## src/rtl/rlel_pkg.sv

```systemverilog
`default_nettype none
package rlel_pkg;

  localparam logic [1:0] OP_WRITE  = 2'd0;
  localparam logic [1:0] OP_READ   = 2'd1;
  localparam logic [1:0] OP_NEWDAY = 2'd2;

  localparam int LIMIT_W     = 10;
  localparam int EVT_W       = 16;
  localparam int BCD_W       = 48;
  localparam int ENTRY_W     = 2 * EVT_W + BCD_W;
  localparam int CALC_W      = 17;
  localparam int IN_TDATA_W  = 96;
  localparam int OUT_TDATA_W = 88;

  localparam logic [LIMIT_W-1:0] LIMIT_RESET = 10'd512;

  // reciprocal of 100 scaled by 2^19, good for any 14-bit year
  localparam logic [12:0] RECIP_100 = 13'd5243;
  localparam int          RECIP_SH  = 19;

  typedef logic [BCD_W-1:0] stamp_t;

  // first member sits in the highest bits
  typedef struct packed {
    logic [15:0]      back_count;
    logic [EVT_W-1:0] evt_sub;
    logic [EVT_W-1:0] evt_type;
  } evt_fields_t;

  // two-digit BCD of a value below 100
  function automatic logic [7:0] bcd2(input logic [6:0] v);
    logic [3:0] tens;
    logic [6:0] ones;
    tens = 4'd0;
    for (int k = 1; k < 10; k++) begin
      if (v >= 7'(10 * k)) tens = 4'(k);
    end
    ones = v - 7'(tens) * 7'd10;
    return {tens, ones[3:0]};
  endfunction

endpackage
`default_nettype wire

```

## src/rtl/rlel_stamp.sv

```systemverilog
`default_nettype none
module rlel_stamp import rlel_pkg::*; (
  input  wire logic        clk,
  input  wire logic        load,
  input  wire logic [5:0]  time_second,
  input  wire logic [5:0]  time_minute,
  input  wire logic [4:0]  time_hour,
  input  wire logic [4:0]  time_day,
  input  wire logic [3:0]  time_month,
  input  wire logic [13:0] time_year,
  output stamp_t           stamp
);

  logic [5:0]  sec_r, min_r;
  logic [4:0]  hour_r, day_r;
  logic [3:0]  month_r;
  logic [13:0] year_r;
  logic [7:0]  yq_r;
  logic [26:0] yprod;
  logic [13:0] yrem;

  // quotient year/100 is registered; the remainder is finished next cycle
  assign yprod = 27'(time_year) * 27'(RECIP_100);

  always_ff @(posedge clk) begin
    if (load) begin
      sec_r   <= time_second;
      min_r   <= time_minute;
      hour_r  <= time_hour;
      day_r   <= time_day;
      month_r <= time_month;
      year_r  <= time_year;
      yq_r    <= yprod[RECIP_SH +: 8];
    end
  end

  assign yrem = year_r - 14'(yq_r) * 14'd100;

  assign stamp = {bcd2(yrem[6:0]),
                  bcd2({3'd0, month_r}),
                  bcd2({2'd0, day_r}),
                  bcd2({2'd0, hour_r}),
                  bcd2({1'b0, min_r}),
                  bcd2({1'b0, sec_r})};

endmodule
`default_nettype wire

```

## config.mk

```make
export PLATFORM = sky130hd
export DESIGN_NAME = rlel_stamp
export DESIGN_NICKNAME = d
export VERILOG_FILES = /design/src/rtl/rlel_pkg.sv /design/src/rtl/rlel_stamp.sv
export SDC_FILE = /design/constraint.sdc
export NUM_CORES = 1
export LEC_CHECK = 0
export ABC_AREA = 1
export BUFFER_PORTS_ARGS = -buffer_cell sky130_fd_sc_hd__clkbuf_2
export CAP_MARGIN = 20
export CORE_ASPECT_RATIO = 2
export CORE_MARGIN = 4
export CORE_UTILIZATION = 30
export CTS_BUF_LIST = sky130_fd_sc_hd__clkbuf_8 sky130_fd_sc_hd__clkbuf_16
export DETAILED_ROUTE_END_ITERATION = 16
export SYNTH_ARGS = -nofsm -noshare
export SYNTH_HDL_FRONTEND = slang
export SYNTH_SLANG_ARGS = --single-unit
```

## constraint.sdc

```tcl
create_clock -name clk -period 4.95 [get_ports clk]
set_input_delay 0.2475 -clock clk [delete_from_list [all_inputs] [get_ports clk]]
set_output_delay 0.2475 -clock clk [all_outputs]
set_load 0.02 [all_outputs]
```

==> results.md <==
* CTS-repair resized insts at 0
* Normalized max-slew margin at 0.335
* Vias at 4096
* Chip width at 105 um
* Multi-input logic area at 3650 sq um
* Power density normalized to cell area at 614 nW/um^2
* Required time of the worst setup path at 4.98 ns
* Total of endpoints with negative setup slack in the final report at 0
* Top-count cell post-synth: sky130_fd_sc_hd__inv_1
* Wire length of the first global-routing pass at 20300 um
* Fraction of final layout cells with drive strength greater than 1 at 0.150
* Total DRC errors in the routed layout at 0
* Diodes inserted at 0
* Largest area contributor in the synthesized netlist: sky130_fd_sc_hd__fa_1
* Clock tree from TritonCTS: done
* FF/Latch Area at 1140 sq um
* Level count of the clock H-tree at 2
* Number of standard cells after synthesis at 609
* # clock sinks at 38
* Detailed placement HPWL at 11200 um
* Row count at 70
* Yosys warning count at 0
* Height of the die at 201 um
* Finished Core Util at 0.349
* Worst setup path startpoint: time_year[11]
* Setup TNS at 0 ns
* Clock buffer count from CTS at 5
* I/O pins at 90
* Number of distinct library cells after synthesis at 32
* Initial DRT Pass Iterations at 4
* #FFs+latches synth at 38
* Overall routed net length at 12200 um
* Number of maximum-capacitance constraint violations at 0
* Worst Path Arrival at 4.44 ns
* Detail Route Antenna Nets at 0
* Clk pin slew, worst setup/hold paths at 0.06 ns
* Category of cells accounting for the largest share of critical-path delay: adder cells
* CTS Buffer Depth at 2
* Cell types with the highest counts after synthesis: 191 x sky130_fd_sc_hd__inv_1, 98 x sky130_fd_sc_hd__ha_1, 73 x sky130_fd_sc_hd__nand2_1, 68 x sky130_fd_sc_hd__fa_1, 38 x sky130_fd_sc_hd__edfxtp_1
* FILL cells at 1914
* RSZ-0062 raised after global routing: false
* Syn Area/Cell at 9.20 sq um
* Largest fanout on the critical path at 7
* Cell at the slowest stage of the critical path: sky130_fd_sc_hd__fa_1
* Startpoint class of the critical path: input pin
* Worst slew pin tran at 0.997 ns
* Hold Fails Final Rpt at 0
* Cell breakdown of the critical path: clkbuf_2 -> fa_1 -> ha_1 -> fa_1 -> fa_1 -> inv_1 -> fa_1 -> inv_1 -> ha_1 -> nand2_1 -> nor4_1 -> o21ai_0 -> nand2_1 -> nand3_1 -> nand2_1 -> xor2_1
* Global placement routability congestion at 0.837
* Maximum number of pins on one net before global-route repair at 39
* CTS Hold Bufs at 0
* Startpoint of the lowest-slack hold path: time_second[5]
* Worst Hold Endpoint: sec_r[5]$_DFFE_PP_
* Critical path's largest stage delay at 0.57 ns
* Sequential area share after synthesis at 0.204
* Count of flip-flops with a built-in enable after synthesis at 38
* Timing-limited maximum frequency at 227 MHz
* Routed vias/inst at 4.51
* Initial antenna violation count at 0
* Synthesized area at 5600 sq um
* Endpoint kind of the worst setup timing path: register
* Gr ovfl total at 0
* Via count of the first global-routing pass at 4350
* Setup Buffers After CTS at 0
* Die area at 21100 sq um
* Top post-synthesis cells by area: sky130_fd_sc_hd__fa_1 24%, sky130_fd_sc_hd__ha_1 22%, sky130_fd_sc_hd__edfxtp_1 20%, sky130_fd_sc_hd__inv_1 13%, sky130_fd_sc_hd__nand2_1 4.9%
* Number of buffers and inverters on the critical path at 3
* Detailed-route wire length per cell at 13.4 um
* Slew Limit Fails at 0
* Final nets at 899
* Ys flop type: sky130_fd_sc_hd__edfxtp_1
* Hold depth at 1
* Final critical-path required period at 4.41 ns
* Fraction of registers with async set or reset after synthesis at 0
* Number of port buffers at 80
* Area of the core at 18300 sq um
* Tcrit/Tclk final at 0.891
* Layout overhead on the synthesized area at 14.1%
* Clock root cell: sky130_fd_sc_hd__clkbuf_16
* Start-to-end type of the worst setup path: input pin to register
* Status: complete, no violations
* Area share of the largest cell type after synthesis at 0.243
* Cell occurring most often along the worst timing path: sky130_fd_sc_hd__fa_1
* Effective utilization at floorplan at 0.306
* Hold WC Path Type: input pin to register
* Global-route total usage across every layer at 0.123
* Leakage power figure at 0.00351 uW
* Worst vdd ir at 0.000347 V
* Starting DRT DRC Count at 88
## kinds of logic (layout without fill, tap and decap cells)
| kind of cell | after synthesis | in the layout | synth area share |
|---|---|---|---|
| buffers and inverters | 209 | 284 | 0.150 |
| AND/OR/NAND/NOR | 114 | 114 | 0.0871 |
| adder cells (fa/ha/maj) | 166 | 166 | 0.462 |
| XOR/XNOR | 18 | 18 | 0.0281 |
| flip-flops | 38 | 38 | 0.204 |
| AO/OA/AOI/OAI | 63 | 63 | 0.0683 |
| other | 1 | 9 | 0.000669 |
## metal layers
layer  GRT usage  wire, um  up-vias  part of all wire
met4      0.0751       670        0             0.055
li1            -         -     2018                 -
met2       0.247      7070       79              0.58
met3     0.00803       293       22             0.024
met1       0.117      4150     1977              0.34
met5           0         0        -                 0
## per-stage QoR
| step | std cells | instance area [sq um] | hold WS (ns) | power, uW | setup WS (ns) |
|---|---|---|---|---|---|
| finish | 908 | 6390 | 0.140 | 3930 | 0.538 |
| detailed placement | 900 | 6200 | 0.427 | 3590 | 0.253 |
| CTS | 908 | 6390 | 0.125 | 4020 | 0.541 |
| global placement | 900 | 6200 | 0.426 | 3550 | 0.341 |
| floorplan | 617 | 5630 | 0.346 | 2730 | 0.895 |
| global route | 908 | 6390 | 0.127 | 4420 | 0.307 |
## how the worst max path moves through the flow
stage                     depth (start not counted)                 to  slack [ns]
final                                            16  yq_r[2]$_DFFE_PP_        0.54
after global routing                             15  yq_r[4]$_DFFE_PP_        0.31
after CTS                                        15  yq_r[4]$_DFFE_PP_        0.54
after detailed placement                         15  yq_r[4]$_DFFE_PP_        0.25
after global placement                           17  yq_r[4]$_DFFE_PP_        0.34
after floorplan                                  16  yq_r[4]$_DFFE_PP_        0.90
## layout by cell type, fill, tap and decap left out, types with 5 or more instances in the layout
master,count
sky130_fd_sc_hd__inv_1,191
sky130_fd_sc_hd__ha_1,98
sky130_fd_sc_hd__clkbuf_2,80
sky130_fd_sc_hd__nand2_1,73
sky130_fd_sc_hd__fa_1,68
sky130_fd_sc_hd__edfxtp_1,38
sky130_fd_sc_hd__a21oi_1,25
sky130_fd_sc_hd__o21ai_0,20
sky130_fd_sc_hd__nand3_1,15
sky130_fd_sc_hd__nor2_1,13
sky130_fd_sc_hd__xor2_1,11
sky130_fd_sc_hd__conb_1,9
sky130_fd_sc_hd__xnor2_1,7
sky130_fd_sc_hd__clkbuf_16,5
## report_power, final
part	leakage [uW]	internal (uW)	total (uW)	switching [uW]
Clock	0.0000915	287	405	118
Combinational	0.00305	1120	3070	1950
Sequential	0.000372	426	450	23.9
## sequential cells by signal, summed over array words and instances, names as in the netlist
| signal | flops |
|---|---|
| hour_r | 5 |
| yq_r | 5 |
| min_r | 6 |
| month_r | 4 |
| day_r | 5 |
| year_r | 7 |
| sec_r | 6 |
## cell type report
| cell class | instances | area share |
|---|---|---|
| clock buffers | 5 | 0.0196 |
| clock inverters | 3 | 0.00998 |
| inverters | 194 | 0.114 |
| multi-input cells | 370 | 0.571 |
| flip-flops and latches | 38 | 0.178 |
| well taps | 216 | 0.0423 |
| repair buffers | 82 | 0.0650 |
Power figures use the tool's default switching activity.
